<file path="src/hdl/phu_pkg.sv">
package phu_pkg;

    localparam int PTR_W  = 64;
    localparam int HASH_W = 32;
    localparam int HALF_W = 32;
    localparam int MODE_W = 3;
    localparam int BYTE_W = 8;
    localparam int CRC_STAGES = PTR_W / BYTE_W;

    localparam logic [HASH_W-1:0] CRC32C_POLY = 32'h82F6_3B78;

    typedef enum logic [MODE_W-1:0] {
        MODE_ADD    = 3'd0,
        MODE_XOR    = 3'd1,
        MODE_CRC    = 3'd2,
        MODE_MULADD = 3'd3,
        MODE_MUL64  = 3'd4,
        MODE_MUL128 = 3'd5
    } mode_t;

    typedef struct packed {
        logic [MODE_W-1:0]   mode;
        logic [PTR_W-1:0]    ptr;
        logic [HASH_W-1:0]   addend;
        logic [2*HALF_W-1:0] p00;
        logic [2*HALF_W-1:0] p01;
        logic [2*HALF_W-1:0] p10;
        logic [2*HALF_W-1:0] p11;
    } prod_word_t;

    typedef struct packed {
        logic              crc_en;
        logic [HASH_W-1:0] crc;
        logic [PTR_W-1:0]  data;
    } crc_word_t;

    function automatic logic [HASH_W-1:0] crc32c_byte(
        input logic [HASH_W-1:0] crc_in,
        input logic [BYTE_W-1:0] data_byte
    );
        logic [HASH_W-1:0] crc;
        logic fb;
        crc = crc_in;
        for (int i = 0; i < BYTE_W; i++) begin
            fb  = crc[0] ^ data_byte[i];
            crc = crc >> 1;
            if (fb) begin
                crc = crc ^ CRC32C_POLY;
            end
        end
        return crc;
    endfunction

endpackage

</file>
<file path="src/hdl/phu_crc_stage.sv">
module phu_crc_stage (
    input  logic                aclk,
    input  logic                aresetn,
    input  logic                in_valid,
    output logic                in_ready,
    input  phu_pkg::crc_word_t  in_word,
    output logic                out_valid,
    input  logic                out_ready,
    output phu_pkg::crc_word_t  out_word
);
    import phu_pkg::*;

    logic      valid_reg;
    crc_word_t word_reg;
    crc_word_t word_next;

    assign in_ready = !valid_reg || out_ready;

    // one byte of the data word per stage, low byte first
    always_comb begin
        word_next.crc_en = in_word.crc_en;
        word_next.data   = {{BYTE_W{1'b0}}, in_word.data[PTR_W-1:BYTE_W]};
        if (in_word.crc_en) begin
            word_next.crc = crc32c_byte(in_word.crc, in_word.data[BYTE_W-1:0]);
        end else begin
            word_next.crc = in_word.crc;
        end
    end

    always_ff @(posedge aclk) begin
        if (!aresetn) begin
            valid_reg <= 1'b0;
        end else if (in_ready) begin
            valid_reg <= in_valid;
        end
        if (in_ready && in_valid) begin
            word_reg <= word_next;
        end
    end

    assign out_valid = valid_reg;
    assign out_word  = word_reg;

endmodule
</file>
<file path="config.mk">
export PLATFORM = sky130hd
export DESIGN_NAME = phu_crc_stage
export DESIGN_NICKNAME = d
export VERILOG_FILES = /design/src/hdl/phu_pkg.sv /design/src/hdl/phu_crc_stage.sv
export SDC_FILE = /design/constraint.sdc
export NUM_CORES = 1
export LEC_CHECK = 0
export ABC_AREA = 1
export BUFFER_PORTS_ARGS = -buffer_cell sky130_fd_sc_hd__buf_2
export CORE_MARGIN = 2
export CORE_UTILIZATION = 40
export CTS_CLUSTER_SIZE = 30
export DETAILED_ROUTE_END_ITERATION = 12
export PLACE_DENSITY = 0.7
export SYNTH_ARGS = -nofsm -noshare
export SYNTH_HDL_FRONTEND = slang
export SYNTH_SLANG_ARGS = --single-unit
</file>
<file path="constraint.sdc">
create_clock -name aclk -period 6.45 [get_ports aclk]
set_input_delay 0 -clock aclk [delete_from_list [all_inputs] [get_ports aclk]]
set_output_delay 0 -clock aclk [all_outputs]
set_load 0.05 [all_outputs]
</file>
==> impl_metrics.toml <==
[status]
status = "completed"

[logic_synthesis]
synthCells = 496
syn_avg_cell_area_um2 = 9.66
synth_area_leaders = "edfxtp_1 (56%), nand2_1 (15%), nand3_1 (4.8%)"
yosysTopAreaCellShare_pct = 55.8
syn_area_mm2 = 0.00479
yosysWarnings = 0
yosysSeqAreaShare_pct = 56.2
synth_seq_cells = 90
synth_top_area_cell = "edfxtp_1"
synthDistinctLibCells = 36

[detailed_routing]
drt_first_iter_violations = 248
drtPass1Iterations = 5
vias_per_cell = 4.85
wl_per_cell_um = 15.8
routed_wl_um = 14300
antenna_left = 0
route.vias.total = 4398
drc = 0

[finish]
mostFrequentLayoutCell = "buf_2"
diodes = 0
drive_gt1_share_pct = 34.4
layout_common_cells = "buf_2 (191), nand2_1 (189), edfxtp_1 (89)"
layout.nets = 860
nFillCells = 980
syn2layout_area_growth_pct = 42.7
fin_area_mm2 = 0.00684
fin_util_pct = 59.1

[global_route]
track_usage_pct = 22.5
grt_pass1_vias = 4418
grt_max_degree = 90
grt_overflow = 0
antenna_found_initial = 0
grt_first_pass_wirelength_um = 22200

[timing]
fin_crit_sh_pct = 28.6
finalSetupTns_ns = 0
min_period_ns = 1.84
drv_slew = 0
setup-violations-final = 0
fmax_mhz = 543
clock_skew_ns = 0.00708
setup_ws_ns = 4.61
relSlewSlack_pct = 27.6
hold_viol = 0
worst_pin_slew_ns = 1.09
rsz0062_at_grt = "false"

[placement]
post-dp-hpwl_um = 9860
dpl_cell_area_mm2 = 0.00585
portBuffers = 191
routabilityCongestion = 0.886
place_ws_ns = 4.64

[clock_network]
cts_inserted_buffers = 9
cts_resized = 0
h-tree-depth = 3
clock_latency_ns = 0.34
tritoncts = "done"
clockBufferDepth = 2
postCtsSetupBuffers = 0
clock_sinks = 90
path_clk_slew_ns = 0.06
clockRootBuffer = "clkbuf_16"

[power]
switching_share_pct = 34.7
ir_drop_mv = 0.123
power.internal_mw = 1.17
comb_power_share_pct = 31.4
cellLeakagePower_nw = 3.32
switching_power_mw = 0.624
finalPower_mw = 1.80
power.share.clock_pct = 28.9
p_seq_share_pct = 39.7
p_per_area_mw_per_mm2 = 263

[setup_path]
end_kind = "flip-flop"
reg2reg_depth = 2
start_kind = "input pin"
critPathKind = "input pin to flip-flop"
cp_max_fo = 12
critical_path_required_ns = 6.50
crit_arrival_ns = 1.89

[hold_path]
hold_depth = 3
holdCritPathClass = "input pin to flip-flop"

[flow_run]
maxCapViolCount = 0

[floorplanning]
die_h_um = 113
core-area_mm2 = 0.0116
row_count = 39
start_util_pct = 41.4
die-area_mm2 = 0.0129
ioPinCount = 200
die_w_um = 113
==> synthesized netlist by cell type (all sizes together) <==
cell type / count
edfxtp: 89
a21boi: 1
xor2: 29
xnor2: 4
o211ai: 2
inv: 48
conb: 1
nand2b: 1
nand2: 220
nand3b: 2
o22ai: 3
a21oi: 3
o21ai: 11
a31oi: 1
or2: 6
dfxtp: 1
nor2: 7
clkbuf: 5
buf: 12
nand3: 50
==> state kept, by name, summed over array words and instances (netlist names) <==
register   flops
out_word      89
out_valid      1
==> worst paths after layout <==
kind	from	endpoint	slack, ns
hold reg to reg	out_valid	out_valid	1.12
hold / removal	in_word[69]	out_word[69]	0.003
setup reg to reg	out_valid	out_word[66]	4.70
setup / recovery	in_word[68]	out_word[70]	4.61
==> worst max-delay path: stages <==
cell and delay [ns]:
dlygate4sd3_1 0.52, buf_2 0.14, inv_1 0.06, nand2_1 0.05, nand2_1 0.15, nand2_2 0.09
nand2_4 0.23, nand2_2 0.09, nand2_1 0.06, nand2_1 0.06, nand2_2 0.12, nand3_1 0.09
nand3_1 0.08, o21ai_0 0.13
==> layer usage <==
metal	wire length, um	share of wire [%]	vias up	global-route usage (%)
met5	0	0	-	0
met4	539	3.8	0	10.1
met3	943	6.6	37	4.14
met2	7210	50	215	41.0
met1	5650	39	2024	25.8
li1	-	-	2122	-
==> layout make-up <==
type | instances | area (um2) | share of cell area [%]
clock buffers | 10 | 229 | 3.35
clock inverters | 6 | 72.6 | 1.06
inverters | 48 | 183 | 2.67
multi-input cells | 348 | 1820 | 26.6
flip-flops and latches | 90 | 2690 | 39.4
well taps | 143 | 179 | 2.62
repair buffers | 262 | 1660 | 24.3
==> power by group through the flow <==
| stage | Combinational, mW | Clock, mW | Sequential, mW |
|---|---|---|---|
| 6_report | 0.564 | 0.520 | 0.715 |
| 5_1_grt | 0.612 | 0.562 | 0.718 |
| 4_1_cts | 0.562 | 0.536 | 0.714 |
| 3_5_place_dp | 0.526 | 0 | 0.726 |
| 3_3_place_gp | 0.519 | 0 | 0.725 |
| 2_1_floorplan | 0.242 | 0 | 0.887 |
==> logic make-up (layout without fill, tap and decap cells) <==
group / after synthesis / count (layout) / share of synthesized area (%)
and+or+nand+nor: 286 / 286 / 27.8
DFF: 90 / 90 / 56.2
buffers and inverters: 65 / 326 / 6.60
xor gates and xnor gates: 33 / 33 / 6.89
AOI/OAI and AO/OA: 21 / 21 / 2.45
other: 1 / 8 / 0.0782
==> stage by stage <==
| step | hold slack [ns] | std cells |
|---|---|---|
| 2_1_floorplan | 0.0989 | 503 |
| 3_3_place_gp | 0.177 | 822 |
| 3_5_place_dp | 0.178 | 822 |
| 4_1_cts | 0.00130 | 907 |
| 5_1_grt | 0.0198 | 907 |
| 6_report | 0.00344 | 907 |
==> timing repair <==
action | 4_1_cts | 5_1_grt
endpoints found under the hold margin | 68 | 0
hold buffers | 69 | 0
endpoints found under the setup margin | 0 | 0
Power figures use the tool's default switching activity.
