`config.mk`:
```
export PLATFORM = sky130hd
export DESIGN_NAME = phu_combine_stage
export DESIGN_NICKNAME = d
export VERILOG_FILES = /design/src/hdl/phu_pkg.sv /design/src/hdl/phu_combine_stage.sv
export SDC_FILE = /design/constraint.sdc
export NUM_CORES = 1
export LEC_CHECK = 0
export ABC_AREA = 1
export BUFFER_PORTS_ARGS = -buffer_cell sky130_fd_sc_hd__buf_2
export CAP_MARGIN = 20
export CORE_AREA = 2 2 200 202
export DETAILED_ROUTE_END_ITERATION = 8
export DIE_AREA = 0 0 202 204
export GPL_TIMING_DRIVEN = 0
export SYNTH_ARGS = -nofsm -noshare
export SYNTH_HDL_FRONTEND = slang
export SYNTH_SLANG_ARGS = --single-unit
```
`constraint.sdc`:
```
create_clock -name aclk -period 11.1 [get_ports aclk]
set_clock_uncertainty 0.15 [all_clocks]
set_input_delay 3.33 -clock aclk [delete_from_list [all_inputs] [get_ports aclk]]
set_output_delay 3.33 -clock aclk [all_outputs]
set_load 0.02 [all_outputs]
```
`src/hdl/phu_pkg.sv`:
```
package phu_pkg;

    localparam int PTR_W  = 64;
    localparam int HASH_W = 32;
    localparam int HALF_W = 32;
    localparam int MODE_W = 3;
    localparam int BYTE_W = 8;
    localparam int CRC_STAGES = PTR_W / BYTE_W;

    localparam logic [HASH_W-1:0] CRC32C_POLY = 32'h82F6_3B78;

    typedef enum logic [MODE_W-1:0] {
        MODE_ADD    = 3'd0,
        MODE_XOR    = 3'd1,
        MODE_CRC    = 3'd2,
        MODE_MULADD = 3'd3,
        MODE_MUL64  = 3'd4,
        MODE_MUL128 = 3'd5
    } mode_t;

    typedef struct packed {
        logic [MODE_W-1:0]   mode;
        logic [PTR_W-1:0]    ptr;
        logic [HASH_W-1:0]   addend;
        logic [2*HALF_W-1:0] p00;
        logic [2*HALF_W-1:0] p01;
        logic [2*HALF_W-1:0] p10;
        logic [2*HALF_W-1:0] p11;
    } prod_word_t;

    typedef struct packed {
        logic              crc_en;
        logic [HASH_W-1:0] crc;
        logic [PTR_W-1:0]  data;
    } crc_word_t;

    function automatic logic [HASH_W-1:0] crc32c_byte(
        input logic [HASH_W-1:0] crc_in,
        input logic [BYTE_W-1:0] data_byte
    );
        logic [HASH_W-1:0] crc;
        logic fb;
        crc = crc_in;
        for (int i = 0; i < BYTE_W; i++) begin
            fb  = crc[0] ^ data_byte[i];
            crc = crc >> 1;
            if (fb) begin
                crc = crc ^ CRC32C_POLY;
            end
        end
        return crc;
    endfunction

endpackage

```
`src/hdl/phu_combine_stage.sv`:
```
module phu_combine_stage (
    input  logic                       aclk,
    input  logic                       aresetn,
    input  logic [phu_pkg::PTR_W-1:0]  bloom_base,
    input  logic                       in_valid,
    output logic                       in_ready,
    input  phu_pkg::prod_word_t        in_word,
    output logic                       out_valid,
    input  logic                       out_ready,
    output phu_pkg::crc_word_t         out_word
);
    import phu_pkg::*;

    logic              valid_reg;
    crc_word_t         word_reg;
    crc_word_t         word_next;
    logic [HALF_W+1:0] mid;
    logic [HASH_W-1:0] hi32;
    logic [PTR_W-1:0]  lo;

    assign in_ready = !valid_reg || out_ready;

    always_comb begin
        mid  = {2'b00, in_word.p00[2*HALF_W-1:HALF_W]}
             + {2'b00, in_word.p01[HALF_W-1:0]}
             + {2'b00, in_word.p10[HALF_W-1:0]};
        lo   = {mid[HALF_W-1:0], in_word.p00[HALF_W-1:0]};
        hi32 = in_word.p11[HALF_W-1:0]
             + in_word.p01[2*HALF_W-1:HALF_W]
             + in_word.p10[2*HALF_W-1:HALF_W]
             + {{(HASH_W-2){1'b0}}, mid[HALF_W+1:HALF_W]};

        word_next.crc_en = 1'b0;
        word_next.crc    = '0;
        word_next.data   = '0;
        case (in_word.mode)
            MODE_ADD: begin
                word_next.crc = in_word.ptr[HASH_W-1:0] + in_word.addend;
            end
            MODE_XOR: begin
                word_next.crc = in_word.ptr[HASH_W-1:0] ^ in_word.addend;
            end
            MODE_CRC: begin
                word_next.crc_en = 1'b1;
                word_next.crc    = in_word.addend;
                word_next.data   = in_word.ptr;
            end
            MODE_MULADD: begin
                word_next.crc = in_word.p00[HASH_W-1:0] + in_word.addend;
            end
            MODE_MUL64: begin
                word_next.crc_en = 1'b1;
                word_next.crc    = in_word.p00[HASH_W-1:0];
                word_next.data   = bloom_base;
            end
            MODE_MUL128: begin
                word_next.crc_en = 1'b1;
                word_next.crc    = hi32;
                word_next.data   = lo;
            end
            default: begin
                word_next.crc = '0;
            end
        endcase
    end

    always_ff @(posedge aclk) begin
        if (!aresetn) begin
            valid_reg <= 1'b0;
        end else if (in_ready) begin
            valid_reg <= in_valid;
        end
        if (in_ready && in_valid) begin
            word_reg <= word_next;
        end
    end

    assign out_valid = valid_reg;
    assign out_word  = word_reg;

endmodule

```
==> impl_metrics.ini <==
[place]
place_area_sq_um = 17400
place_ws_ns = 2.49
io_buffers = 488
dp.final_hpwl_mm = 50.0
place.gp.congestion = 0.913

[detailed_routing]
routed_wl_mm = 58.0
ant_nets = 0
drc = 0
first_pass_iters = 7
num_vias = 16000
viasPerCell = 5.03
avgRoutedWirePerCell_microns = 18.2
drt_iter0_markers = 1211

[clocking]
clkSinkCount = 98
numCtsBuffers = 9
clk_pin_slew_ns = 0.08
post_cts_resized = 0
cts_tree = built
clock_path_buffers = 2
hold_buffers = 0
cts_htree_levels = 3
cts_post_setup_buffers_inserted = 0
cts_root_buf = clkbuf_16
clk_latency_ns = 0.39

[floorplanning]
ios = 522
fp.dieW_microns = 202
core_sq_um = 39200
start_util = 0.361
die_area_sq_um = 41200
rows = 73
die_y_microns = 204

[setup_path]
crit_type = primary input to flop
critical_path_arrival_ns = 8.11
path_buf_inv = 4
cpMostUsedCell = nand2_1
cp_top_family = adder cells
r2r-start = out_valid$_SDFFE_PN0N_
reg2regPathDepth = 3
cp-end-kind = flop
reg2reg_slack_ns = 9.25
crit_required_ns = 11.03
critPathMaxFanout = 5
rr_endpoint = out_word[79]$_DFFE_PP_
critPathLaunchType = primary input
slowest_delay_ns = 0.54
critPathSlowestCell = fa_1

[synthesis]
yosysMostFrequentCell = nand2_1
yosysTopAreaCell = edfxtp_1
synth_top_family_by_area = simple AND/OR/NAND/NOR gates
ys_types = 47
yosys.area_share.simple = 0.349
avgSynthCellArea_sq_um = 6.58
synth_common_cells = nand2_1 (765), inv_1 (340), nand3_1 (179)
muxShareOfSynthArea = 0
synth-edff-count = 97
syn-num-nets = 2762
yosys_most_used_dff = edfxtp_1
syn_area_sq_um = 14200
ys_ff_latch = 98
synth-xor-area-share = 0.0229
ys_warn_count = 0
syn_inst = 2150
synth-adder-area-share = 0.203
synth_area_leaders = edfxtp_1 (21%), nand2_1 (20%), ha_1 (11%)
async_reset_ff_frac = 0
synth_compound_area_frac = 0.113
synth_top_area_share = 0.206
seq_area_frac_synth = 0.207

[power_and_ir_drop]
power_switching_uw = 945
seqPwrFrac = 0.233
pwr-share-clk = 0.186
p_int_uw = 1050
leakage_uw = 0.00947
irDropWorstVdd_mv = 0.115
netSwitchingFraction = 0.475
power_density_nw_per_um2 = 113
p_comb_frac = 0.581

[cells_and_area]
multi_input_area_sq_um = 9750
drive_gt1_frac = 0.218
final_net_count = 3265
seqCellArea_sq_um = 2930
area_growth_pct = 25.0
stdcell_area_sq_um = 17700
num-fill-cells = 4193

[hold_path]
worstHoldEndpoint = out_valid$_SDFFE_PN0N_
hold_class = flop to flop
whs_path_depth = 2
hold_start = out_valid$_SDFFE_PN0N_

[sta]
fin_ws_ns = 2.92
worst_hold_slack_ns = 0.406
finalCriticalPeriod_ns = 8.18
drv_slew = 0
fmax_mhz = 122
final-hold-violation-count = 0
rsz0062_at_grt = false
setup_viol = 0
finalCritPeriodShare = 0.737
maxSlewHeadroom = 0.299
worst_pin_slew_ns = 1.05

[global_routing]
grt_pass1_vias = 15600
grt_pass1_wl_mm = 87.2
antenna_found_initial = 0
grt_max_degree = 30
gr-total-overflow = 0
grtUsageTotal = 0.277

[run]
cap_violations = 0

[outcome]
status = finished clean
[cells by family after synthesis]
family	count (synthesis)
DFF	98
buffers and inverters	384
adders and majority gates	189
and+or+nand+nor	1184
xor gates and xnor gates	37
AOI/OAI and AO/OA	258
[routing by layer]
| layer | wire length (microns) | global-route usage | vias to the layer above | part of all wire |
|---|---|---|---|---|
| met5 | 0 | 0 | - | 0 |
| met4 | 1720 | 0.0927 | 0 | 0.030 |
| met3 | 3170 | 0.0306 | 87 | 0.055 |
| met2 | 28600 | 0.496 | 591 | 0.49 |
| met1 | 24500 | 0.347 | 7386 | 0.42 |
| li1 | - | - | 7966 | - |
[placed cells by master (no fill, tap or decap), types with 26 or more instances in the layout]
cell type and count:
fa_1 67, nor2_1 144, nand2_1 765, a221oi_1 26
nand3_1 179, buf_2 512, edfxtp_1 97, inv_1 340
o211ai_1 37, xnor2_1 34, a21oi_1 75, o21ai_0 75
ha_1 122
[state kept, by name, indices dropped and copies added, names as in the netlist]
register / count
out_valid: 1
out_word: 97
[through the flow]
step                power, uW  setup TNS [ns]  utilization  std cells
CTS                      2000               0        0.451       3183
global placement         1620          -72.08        0.440       3163
finish                   1990               0        0.451       3185
detailed placement       1620               0        0.443       3167
global route             2160               0        0.451       3183
floorplan                1210               0            -       2150
[final cells by class]
| cell class | count | area share |
|---|---|---|
| buffer | 41 | 0.0110 |
| clock buffer | 10 | 0.0135 |
| inverter | 343 | 0.0728 |
| sequential | 98 | 0.166 |
| tap | 525 | 0.0371 |
| clock inverter | 6 | 0.00474 |
| timing repair buffer | 492 | 0.143 |
| multi-input combinational | 1668 | 0.551 |
| antenna | 2 | 0.000283 |
[worst register-to-register path, cell delays in order (launching register included)]
cell     delay (ns)
dfxtp_1        0.35
a21oi_4        0.50
buf_12         0.27
buf_12         0.23
[how the worst max path moves through the flow]
stage                                         to   startpoint  cells after the start
after floorplan            out_word[0]$_DFFE_PP_     in_valid                      2
after global placement    out_word[79]$_DFFE_PP_     in_valid                      3
after detailed placement  out_word[81]$_DFFE_PP_  in_word[65]                     29
after CTS                 out_word[81]$_DFFE_PP_  in_word[65]                     29
after global routing      out_word[81]$_DFFE_PP_  in_word[65]                     29
final                     out_word[81]$_DFFE_PP_  in_word[65]                     29
[power by group through the flow]
stage | clock (uW) | combinational (uW) | sequential, uW
final | 371 | 1160 | 463
after detailed placement | 0 | 1150 | 471
after global placement | 0 | 1140 | 477
after floorplan | 0 | 692 | 521
after CTS | 374 | 1160 | 464
after global routing | 386 | 1300 | 467
Power figures use the tool's default switching activity.
